--- src/hw/rtl/bhip_pkg.sv ---
package bhip_pkg;

  // Parser phases, one per section of the bitstream header.
  typedef enum logic [3:0] {
    PH_TAG0    = 4'd0,
    PH_TAG1    = 4'd1,
    PH_COMMENT = 4'd2,
    PH_SEARCH  = 4'd3,
    PH_DUMMY   = 4'd4,
    PH_CMD1    = 4'd5,
    PH_SKIP1   = 4'd6,
    PH_CMD2    = 4'd7,
    PH_SKIP2   = 4'd8,
    PH_ID      = 4'd9,
    PH_DONE    = 4'd10
  } phase_t;

  // Result status codes.
  typedef enum logic [2:0] {
    ST_OK        = 3'd0,
    ST_NOPRE     = 3'd1,
    ST_ENCRYPTED = 3'd2,
    ST_BADDUMMY  = 3'd3,
    ST_NORST     = 3'd4,
    ST_NOVFY     = 3'd5,
    ST_TRUNC     = 3'd6
  } status_t;

  localparam logic [31:0] PRE_MASK     = 32'hFFFF_F0FF;
  localparam logic [31:0] PRE_PATTERN  = 32'hFFFF_B0B3;
  localparam logic [31:0] PRE_STANDARD = 32'hFFFF_BDB3;
  localparam logic [15:0] TAG_START    = 16'hFF00;
  localparam logic [15:0] TAG_END      = 16'h00FF;
  localparam logic [31:0] DUMMY_WORD   = 32'hFFFF_FFFF;
  localparam logic [7:0]  CMD_RST_CRC  = 8'h3B;
  localparam logic [7:0]  CMD_VFY_ID   = 8'hE2;

endpackage

--- src/hw/rtl/bitstream_header_id_parser.sv ---
// Results are registered in the output register, or in the skid register when that is full.
// One byte per cycle while in_stall is low; the state update is a single pass of logic per byte.
// A two-entry output buffer (result register plus skid register) decouples the sides, so
// in_stall rises only when both entries hold results that the consumer has not yet taken.
// Reset (rst, synchronous, active high) returns the parser to the first tag byte and empties
// the output buffer; parser state also returns to reset after every byte marked last.
module bitstream_header_id_parser (
  input  logic                clk,
  input  logic                rst,
  input  logic                in_valid,
  output logic                in_stall,
  input  logic [7:0]          data_byte,
  input  logic                last,
  output logic                out_valid,
  input  logic                out_stall,
  output bhip_pkg::status_t   status,
  output logic [31:0]         device_id,
  output logic                comment_seen
);
  import bhip_pkg::*;

  // Parser state registers.
  phase_t      phase, phase_next;
  logic [31:0] preamble_window, preamble_window_next;
  logic [15:0] end_tag_window, end_tag_window_next;
  logic [1:0]  byte_count, byte_count_next;
  logic [31:0] id_accumulator, id_accumulator_next;
  logic        comment_flag, comment_flag_next;

  // Skid register behind the output register.
  logic        skid_valid;
  status_t     skid_status;
  logic [31:0] skid_id;
  logic        skid_comment;

  // Result of the byte being transferred this cycle.
  logic        res_valid;
  status_t     res_status;
  logic [31:0] res_id;
  logic        res_comment;

  // Phase after this byte, before the end-of-stream return to reset.
  phase_t      phase_adv;

  logic [31:0] win_shift;
  logic [31:0] acc_shift;
  logic [15:0] tag_pair;
  logic [15:0] end_shift;

  logic accept;
  logic pop;

  assign accept   = in_valid && !in_stall;
  assign pop      = out_valid && !out_stall;
  // The input side stalls only when both buffer entries are occupied.
  assign in_stall = skid_valid;

  assign win_shift = {preamble_window[23:0], data_byte};
  assign acc_shift = {id_accumulator[23:0], data_byte};
  assign tag_pair  = {preamble_window[7:0], data_byte};
  assign end_shift = {end_tag_window[7:0], data_byte};

  always_comb begin
    phase_adv            = phase;
    preamble_window_next = preamble_window;
    end_tag_window_next  = end_tag_window;
    byte_count_next      = byte_count;
    id_accumulator_next  = id_accumulator;
    comment_flag_next    = comment_flag;
    res_valid            = 1'b0;
    res_status           = ST_OK;
    res_id               = 32'd0;

    case (phase)
      PH_TAG0: begin
        preamble_window_next = {24'd0, data_byte};
        phase_adv            = PH_TAG1;
      end
      PH_TAG1: begin
        if (tag_pair == TAG_START) begin
          // A leading comment block starts here; its end-tag window begins empty.
          comment_flag_next    = 1'b1;
          end_tag_window_next  = 16'd0;
          preamble_window_next = 32'd0;
          phase_adv            = PH_COMMENT;
        end else begin
          // No comment: the two bytes seed the preamble search.
          preamble_window_next = {16'd0, tag_pair};
          phase_adv            = PH_SEARCH;
        end
      end
      PH_COMMENT: begin
        end_tag_window_next = end_shift;
        if (end_shift == TAG_END) begin
          preamble_window_next = 32'd0;
          phase_adv            = PH_SEARCH;
        end
      end
      PH_SEARCH: begin
        preamble_window_next = win_shift;
        if ((win_shift & PRE_MASK) == PRE_PATTERN) begin
          if (win_shift == PRE_STANDARD) begin
            byte_count_next     = 2'd0;
            id_accumulator_next = 32'd0;
            phase_adv           = PH_DUMMY;
          end else begin
            // Any other preamble variant marks an encrypted bitstream.
            res_valid  = 1'b1;
            res_status = ST_ENCRYPTED;
          end
        end
      end
      PH_DUMMY, PH_ID: begin
        id_accumulator_next = acc_shift;
        byte_count_next     = byte_count + 2'd1;
        if (byte_count == 2'd3) begin
          if (phase == PH_ID) begin
            res_valid  = 1'b1;
            res_status = ST_OK;
            res_id     = acc_shift;
          end else if (acc_shift == DUMMY_WORD) begin
            phase_adv = PH_CMD1;
          end else begin
            res_valid  = 1'b1;
            res_status = ST_BADDUMMY;
          end
        end
      end
      PH_CMD1: begin
        if (data_byte == CMD_RST_CRC) begin
          byte_count_next = 2'd0;
          phase_adv       = PH_SKIP1;
        end else begin
          res_valid  = 1'b1;
          res_status = ST_NORST;
        end
      end
      PH_CMD2: begin
        if (data_byte == CMD_VFY_ID) begin
          byte_count_next = 2'd0;
          phase_adv       = PH_SKIP2;
        end else begin
          res_valid  = 1'b1;
          res_status = ST_NOVFY;
        end
      end
      PH_SKIP1, PH_SKIP2: begin
        // Each command is followed by three bytes that are not examined.
        if (byte_count == 2'd2) begin
          byte_count_next     = 2'd0;
          id_accumulator_next = 32'd0;
          phase_adv           = (phase == PH_SKIP1) ? PH_CMD2 : PH_ID;
        end else begin
          byte_count_next = byte_count + 2'd1;
        end
      end
      default: begin
        // The parse has already reported; bytes are ignored until the stream ends.
      end
    endcase

    if (res_valid) begin
      phase_adv = PH_DONE;
    end

    res_comment = comment_flag_next;
    phase_next  = phase_adv;

    if (last) begin
      // The stream ends here. If nothing has been reported yet, report why the
      // header was cut short: still looking for the preamble, or truncated after it.
      if (!res_valid && phase != PH_DONE) begin
        res_valid = 1'b1;
        if (phase_adv == PH_TAG1 || phase_adv == PH_COMMENT || phase_adv == PH_SEARCH) begin
          res_status = ST_NOPRE;
        end else begin
          res_status = ST_TRUNC;
        end
      end
      phase_next           = PH_TAG0;
      preamble_window_next = 32'd0;
      end_tag_window_next  = 16'd0;
      byte_count_next      = 2'd0;
      id_accumulator_next  = 32'd0;
      comment_flag_next    = 1'b0;
    end
  end

  always_ff @(posedge clk) begin
    if (rst) begin
      phase           <= PH_TAG0;
      preamble_window <= 32'd0;
      end_tag_window  <= 16'd0;
      byte_count      <= 2'd0;
      id_accumulator  <= 32'd0;
      comment_flag    <= 1'b0;
    end else if (accept) begin
      phase           <= phase_next;
      preamble_window <= preamble_window_next;
      end_tag_window  <= end_tag_window_next;
      byte_count      <= byte_count_next;
      id_accumulator  <= id_accumulator_next;
      comment_flag    <= comment_flag_next;
    end
  end

  // Output register and skid register. A new result goes to the output register
  // when it is free or being emptied this cycle, otherwise to the skid register.
  always_ff @(posedge clk) begin
    if (rst) begin
      out_valid  <= 1'b0;
      skid_valid <= 1'b0;
    end else if (skid_valid) begin
      if (pop) begin
        out_valid  <= 1'b1;
        skid_valid <= 1'b0;
      end
    end else if (accept && res_valid) begin
      if (!out_valid || pop) begin
        out_valid <= 1'b1;
      end else begin
        skid_valid <= 1'b1;
      end
    end else if (pop) begin
      out_valid <= 1'b0;
    end
  end

  always_ff @(posedge clk) begin
    if (skid_valid) begin
      if (pop) begin
        status       <= skid_status;
        device_id    <= skid_id;
        comment_seen <= skid_comment;
      end
    end else if (accept && res_valid) begin
      if (!out_valid || pop) begin
        status       <= res_status;
        device_id    <= res_id;
        comment_seen <= res_comment;
      end else begin
        skid_status  <= res_status;
        skid_id      <= res_id;
        skid_comment <= res_comment;
      end
    end
  end

  // The skid register is only ever filled behind a full output register.
  a_skid_behind_out: assert property (@(posedge clk) disable iff (rst)
    skid_valid |-> out_valid)
    else $error("skid register holds a result while the output register is empty");

  // Failure results never carry a device ID.
  a_id_zero_on_fail: assert property (@(posedge clk) disable iff (rst)
    out_valid && status != ST_OK |-> device_id == 32'd0)
    else $error("device_id is nonzero on a failed parse");

  // The byte that ends a stream returns the parser to the first tag byte.
  a_last_restarts: assert property (@(posedge clk) disable iff (rst)
    accept && last |=> phase == PH_TAG0 && !comment_flag)
    else $error("parser did not restart after the final byte");

  // The comment flag can only be set once the tag bytes are behind the parser.
  a_comment_after_tag: assert property (@(posedge clk) disable iff (rst)
    comment_flag |-> phase != PH_TAG0 && phase != PH_TAG1)
    else $error("comment flag set while still in the tag bytes");

endmodule
--- config.mk ---
export PLATFORM = sky130hd
export DESIGN_NAME = bitstream_header_id_parser
export DESIGN_NICKNAME = d
export VERILOG_FILES = /design/src/hw/rtl/bhip_pkg.sv /design/src/hw/rtl/bitstream_header_id_parser.sv
export SDC_FILE = /design/constraint.sdc
export NUM_CORES = 1
export LEC_CHECK = 0
export ABC_CLOCK_PERIOD_IN_PS = 14100
export BUFFER_PORTS_ARGS = -buffer_cell sky130_fd_sc_hd__buf_2
export CORE_MARGIN = 8
export CORE_UTILIZATION = 35
export CTS_CLUSTER_DIAMETER = 200
export DETAILED_ROUTE_END_ITERATION = 16
export PLACE_DENSITY = 0.54
export SLEW_MARGIN = 0
export SYNTH_ARGS = -nofsm -noshare
export SYNTH_HDL_FRONTEND = slang
export SYNTH_SLANG_ARGS = --single-unit
--- constraint.sdc ---
create_clock -name clk -period 14.1 [get_ports clk]
set_clock_uncertainty 0.1 [all_clocks]
set_input_delay 2.115 -clock clk [delete_from_list [all_inputs] [get_ports clk]]
set_output_delay 2.115 -clock clk [all_outputs]
set_load 0.01 [all_outputs]
==> flow_metrics.py, run 1 <==
metrics = {
    "critical_path": {
        "cp.required_ns": 14.03,
        "cp_cell_sequence": "buf_2 -> nand4_1 -> nor4_1 -> nand4b_1 -> o211ai_2 -> o21ai_0 -> a21boi_4",
        "critical_path.max_stage_delay_ns": 0.92,
        "cp_max_fo": 36,
        "critPathCaptureType": "register",
        "worst_ep_arrival_time_ns": 4.69,
        "worstSetupStartpointType": "input port",
        "cpMaxStageDelayCell": "a21boi_4",
        "path_class": "input port to register",
    },
    "placement": {
        "gp_congestion": 0.863,
        "io_buffers": 50,
        "dpl.cell_count": 796,
        "hpwl_microns": 10300,
    },
    "detailed_routing": {
        "totalWireLength_microns": 15000,
        "drt-pass1-iter-count": 4,
        "route.detailed.drc": 0,
        "drtAntennaViolNets": 0,
        "viasPerCell": 5.36,
        "post_drt_wl_per_cell_microns": 18.1,
        "drt_iter0_markers": 278,
        "via_count": 4438,
    },
    "run_status": {
        "status": "finished clean",
    },
    "synth": {
        "ys_seq_area_share_pct": 56.2,
        "synthAdderAreaFrac_pct": 0.812,
        "synth_top_family_by_area": "simple AND/OR/NAND/NOR gates",
        "ys_ff_latch": 137,
        "synth_warnings": 0,
        "async_flop_share_pct": 0,
        "synth_mux_area_share_pct": 10.3,
        "syn-num-nets": 574,
        "syn_area_sq_mm": 0.00616,
        "syn_area_per_cell_sq_um": 11.1,
        "synth_compound_area_share_pct": 11.8,
        "synth_cell_type_count": 59,
        "synthFlopType": "edfxtp_1",
        "synth_cells": 557,
        "synth-edff-count": 72,
        "yosys.area_share.simple_pct": 17.2,
        "synth-xor-area-share_pct": 0,
    },
    "clock_network": {
        "cts-resized-gates": 0,
        "cts_max_level": 4,
        "clock_latency_ns": 0.42,
        "clk_pin_slew_worst_paths_ns": 0.06,
        "clock-sinks": 137,
        "clock_path_buffers": 2,
        "post-cts-setup-buffer-count": 0,
        "cts_hold_buf": 0,
        "cts_buffers": 17,
        "tritoncts": "done",
        "cts_root_buffer": "clkbuf_16",
    },
    "floorplan": {
        "die_area_sq_mm": 0.0221,
        "fp.dieW_microns": 149,
        "core.rowCount": 48,
        "die_h_microns": 149,
        "ios": 51,
        "core_sq_mm": 0.0172,
        "initial_utilization_pct": 35.8,
    },
    "global_route": {
        "overflow": 0,
        "grt_pass1_vias": 4292,
        "grtUsageMet2_pct": 20.6,
        "grt_util_met1_pct": 19.3,
        "grt_pass1_wl_microns": 24100,
        "busiest_layer": "met2",
        "gr-usage-all-layers_pct": 14.0,
        "gr-usage-met3_pct": 4.13,
        "grt_max_degree": 40,
        "antenna_found_initial": 0,
    },
    "sta": {
        "hold_ws_ns": 0.367,
        "maxSlewViolCount": 0,
        "timing.setup.tns_ns": 0,
        "relSlewSlack_pct": 26.3,
        "max_freq_mhz": 210,
        "rsz0062_at_grt": "no",
        "timing.final.hold_violations": 0,
        "setup_violations": 0,
        "min_period_ns": 4.76,
        "tightest_slew_ns": 1.10,
        "fin_crit_sh_pct": 33.7,
    },
    "layout": {
        "fin_nets": 607,
        "fin_cells": 828,
        "final_common_cell": "edfxtp_1",
        "area_growth_syn_to_layout_pct": 16.2,
        "drive_gt1_share_pct": 22.2,
        "layout_common_cells": "edfxtp_1 (72), dfxtp_1 (65), nand2_1 (59), buf_2 (50), a21oi_1 (42)",
        "diodes": 0,
    },
    "power": {
        "ir_drop_mv": 0.0884,
        "leakage_nw": 2.69,
        "p_per_area_mw_per_mm2": 129,
    },
    "worst_hold_path": {
        "hp-class": "register to register",
    },
    "flow_run": {
        "max_cap_viol_count": 0,
    },
}
-- where the power goes --
| group | internal [mW] | leakage, nW | total, mW | switching [mW] |
|---|---|---|---|---|
| combinational | 0.0135 | 1.16 | 0.0404 | 0.0269 |
| clock | 0.268 | 0.293 | 0.458 | 0.189 |
| sequential | 0.424 | 1.23 | 0.428 | 0.00349 |
| total | 0.706 | 2.69 | 0.926 | 0.220 |
-- metal layers --
metal	vias to the layer above	share of wire (%)
met1	2164	49
met3	17	5.3
met4	0	1.0
met2	111	45
met5	-	0
li1	2146	-
-- worst max-delay path, delay by kind of cell --
family          cells  cell delay (ns)
simple gates        3             0.86
compound gates      3             1.48
buf+inv             1             0.21
-- cell type report --
class / count / area [sq um]
clock buffer: 17 / 425
clock inverter: 15 / 184
fill: 1622 / 10100
inverter: 11 / 41.3
multi-input combinational: 368 / 2480
sequential: 137 / 3460
tap: 225 / 282
timing repair buffer: 55 / 288
-- flip-flops by register name (all words and copies together) (netlist names), 2 cells and up --
register / flops
phase: 4
preamble_window: 24
skid_id: 32
skid_status: 3
byte_count: 2
end_tag_window: 8
device_id: 32
id_accumulator: 24
status: 3
-- per-stage QoR --
step	power, mW	utilization [%]	setup WS [ns]	area, sq um
finish	0.926	41.6	9.34	7160
global route	0.955	41.6	9.02	7160
CTS	0.934	41.6	9.33	7160
detailed placement	0.478	38.0	8.88	6560
global placement	0.477	38.0	8.94	6560
floorplan	0.464	-	7.41	6160
-- cells in the mapped netlist, drive strengths merged, types with 2 or more instances --
master	count	area (sq um)
a2111oi	2	17.5
a211oi	10	75.1
a21boi	2	15.0
a21oi	44	235
a22o	8	70.1
a31oi	2	12.5
and3	34	213
and4	2	17.5
buf	7	62.6
clkbuf	34	129
clkinv	3	11.3
dfxtp	65	1300
edfxtp	72	2160
ha	4	50.1
inv	8	30.0
mux2	33	372
mux2i	26	260
nand2	59	221
nand2b	20	125
nand3	20	100
nand4	15	93.8
nand4b	4	35.0
nor2	16	60.1
nor2b	2	12.5
nor3	8	50.1
nor4	8	50.1
o211a	2	20.0
o211ai	2	20.0
o21a	3	22.5
o21ai	8	40.0
o22a	2	17.5
o31a	3	26.3
o31ai	5	37.5
or2	6	40.0
or4	3	22.5
-- cells by family (layout without fill, tap and decap cells) --
group,after synthesis,after routing
compound gates,106,106
fa+ha+maj,4,4
buf+inv,52,98
flops,137,137
mux,59,59
simple gates,199,199
-- worst paths after layout --
check | startpoint | endpoint | slack, ns | cells past startpoint
worst min-delay path | id_accumulator[23] | id_accumulator[23] | 0.37 | 2
worst min register to register | id_accumulator[23] | id_accumulator[23] | 0.37 | 2
worst max register to register | phase[0] | device_id[16] | 10.12 | 7
worst max-delay path | data_byte[4] | device_id[16] | 9.34 | 7
(Power assumes the default switching activity.)
==> inputs of run 2 (changes only) <==
--- a/config.mk
+++ b/config.mk
@@ -5,7 +5,7 @@
 export SDC_FILE = /design/constraint.sdc
 export NUM_CORES = 1
 export LEC_CHECK = 0
-export ABC_CLOCK_PERIOD_IN_PS = 14100
+export ABC_CLOCK_PERIOD_IN_PS = 4860
 export BUFFER_PORTS_ARGS = -buffer_cell sky130_fd_sc_hd__buf_2
 export CORE_MARGIN = 8
 export CORE_UTILIZATION = 35
==> constraint.sdc (replaced) <==
create_clock -name clk -period 4.86 [get_ports clk]
set_clock_uncertainty 0.1 [all_clocks]
set_input_delay 0.729 -clock clk [delete_from_list [all_inputs] [get_ports clk]]
set_output_delay 0.729 -clock clk [all_outputs]
set_load 0.01 [all_outputs]
==> flow_metrics.py, run 2 (synthesis results as in run 1) <==
metrics = {
    "sta": {
        "min_period_ns": 4.07,
        "timing.final.hold_violations": 0,
        "maxSlewViolCount": 0,
        "timing.setup.tns_ns": 0,
        "relSlewSlack_pct": 20.5,
        "max_freq_mhz": 246,
        "setup_violations": 0,
        "fin_crit_sh_pct": 83.7,
        "tightest_slew_ns": 1.18,
        "rsz0062_at_grt": "no",
    },
    "critical_path": {
        "worst_ep_arrival_time_ns": 4.00,
        "cp_max_fo": 36,
        "cp.required_ns": 4.79,
        "worstSetupStartpointType": "register",
        "critPathCaptureType": "register",
        "path_class": "register to register",
    },
    "layout": {
        "n_fill_cell": 1631,
        "final_common_cell": "edfxtp_1",
        "drive_gt1_share_pct": 22.4,
        "postLayoutCellArea_sq_mm": 0.00713,
        "layout_common_cells": "edfxtp_1 (72), dfxtp_1 (65), nand2_1 (59), buf_2 (50), a21oi_1 (42)",
        "area_growth_syn_to_layout_pct": 15.6,
        "multi_input_area_sq_mm": 0.00248,
        "top_regs": "device_id x32, skid_id x32",
        "regArea_sq_mm": 0.00346,
        "fin_nets": 608,
        "diodes": 0,
    },
    "floorplan": {
        "core_sq_mm": 0.0172,
        "core.rowCount": 48,
        "die_h_microns": 149,
        "initial_utilization_pct": 35.8,
        "ios": 51,
        "fp.dieW_microns": 149,
        "die_area_sq_mm": 0.0221,
    },
    "clock_network": {
        "clk_pin_slew_worst_paths_ns": 0.06,
        "cts_buffers": 17,
        "tritoncts": "done",
        "cts_hold_buf": 0,
        "cts_root_buffer": "clkbuf_16",
        "cts-resized-gates": 0,
        "clock_path_buffers": 2,
        "cts_max_level": 4,
        "post-cts-setup-buffer-count": 0,
        "clock-sinks": 137,
        "clock_latency_ns": 0.42,
    },
    "detailed_routing": {
        "post_drt_wl_per_cell_microns": 17.9,
        "totalWireLength_microns": 14800,
        "drt-pass1-iter-count": 5,
        "drt_iter0_markers": 316,
        "via_count": 4413,
        "drtAntennaViolNets": 0,
        "route.detailed.drc": 0,
        "viasPerCell": 5.32,
    },
    "global_route": {
        "busiest_layer": "met2",
        "gr-usage-all-layers_pct": 13.6,
        "grt_util_met1_pct": 19.1,
        "grtUsageMet2_pct": 19.5,
        "antenna_found_initial": 0,
        "overflow": 0,
        "grt_max_degree": 40,
        "grt_pass1_vias": 4157,
        "grt_pass1_wl_microns": 23300,
        "gr-usage-met3_pct": 3.86,
    },
    "power": {
        "total_power_mw": 2.57,
        "leakage_nw": 2.67,
        "p_per_area_mw_per_mm2": 361,
        "ir_drop_mv": 0.250,
    },
    "flow_run": {
        "max_cap_viol_count": 0,
    },
    "placement": {
        "io_buffers": 50,
        "hpwl_microns": 10200,
        "gp_congestion": 0.832,
        "placed_area_sq_mm": 0.00656,
    },
    "run_status": {
        "status": "finished clean",
    },
    "worst_hold_path": {
        "hp-class": "register to register",
    },
}
[run 2: final cells by class]
| type | count | share of cell area, % |
|---|---|---|
| Clock buffer | 18 | 6.02 |
| Inverter | 11 | 0.579 |
| Sequential cell | 137 | 48.6 |
| Clock inverter | 14 | 1.88 |
| Tap cell | 225 | 3.95 |
| Timing Repair Buffer | 56 | 4.14 |
| Multi-Input combinational cell | 368 | 34.8 |
[run 2: worst paths after layout]
kind                                      endpoint  cells after the start  slack, ns               start
worst max-delay path                 device_id[25]                      6       0.79            phase[0]
worst min-delay path            id_accumulator[19]                      2       0.37  id_accumulator[19]
worst max register to register       device_id[25]                      6       0.79            phase[0]
worst min register to register  id_accumulator[19]                      2       0.37  id_accumulator[19]
[run 2: where the power goes]
part,switching [mW],internal (mW)
logic,0.0793,0.0397
clock network,0.535,0.673
registers,0.0104,1.23
[run 2: critical path: stages (launching register included)]
cell and delay [ns]:
dfxtp_1 0.57, clkinv_1 0.37, nor3_2 0.57, o21ai_0 0.26, o211ai_2 0.52, o21ai_0 0.33, a21boi_4 0.94
[run 2: through the flow]
step | setup slack [ns] | utilization, % | std cells | hold WS (ns)
final | 0.794 | 41.3 | 829 | 0.373
after detailed placement | 0.825 | 38.1 | 797 | 0.363
after CTS | 0.777 | 41.3 | 829 | 0.372
after global placement | 0.961 | 38.1 | 797 | 0.355
after floorplan | 0.502 | - | 557 | 0.343
after global routing | 0.362 | 41.3 | 829 | 0.391
[run 2: layer usage]
metal / part of all wire [%] / wire, microns / up-vias
met2: 43 / 6410 / 101
li1: - / - / 2142
met5: 0 / 0 / -
met1: 50 / 7470 / 2158
met3: 5.3 / 783 / 12
met4: 1.0 / 155 / 0
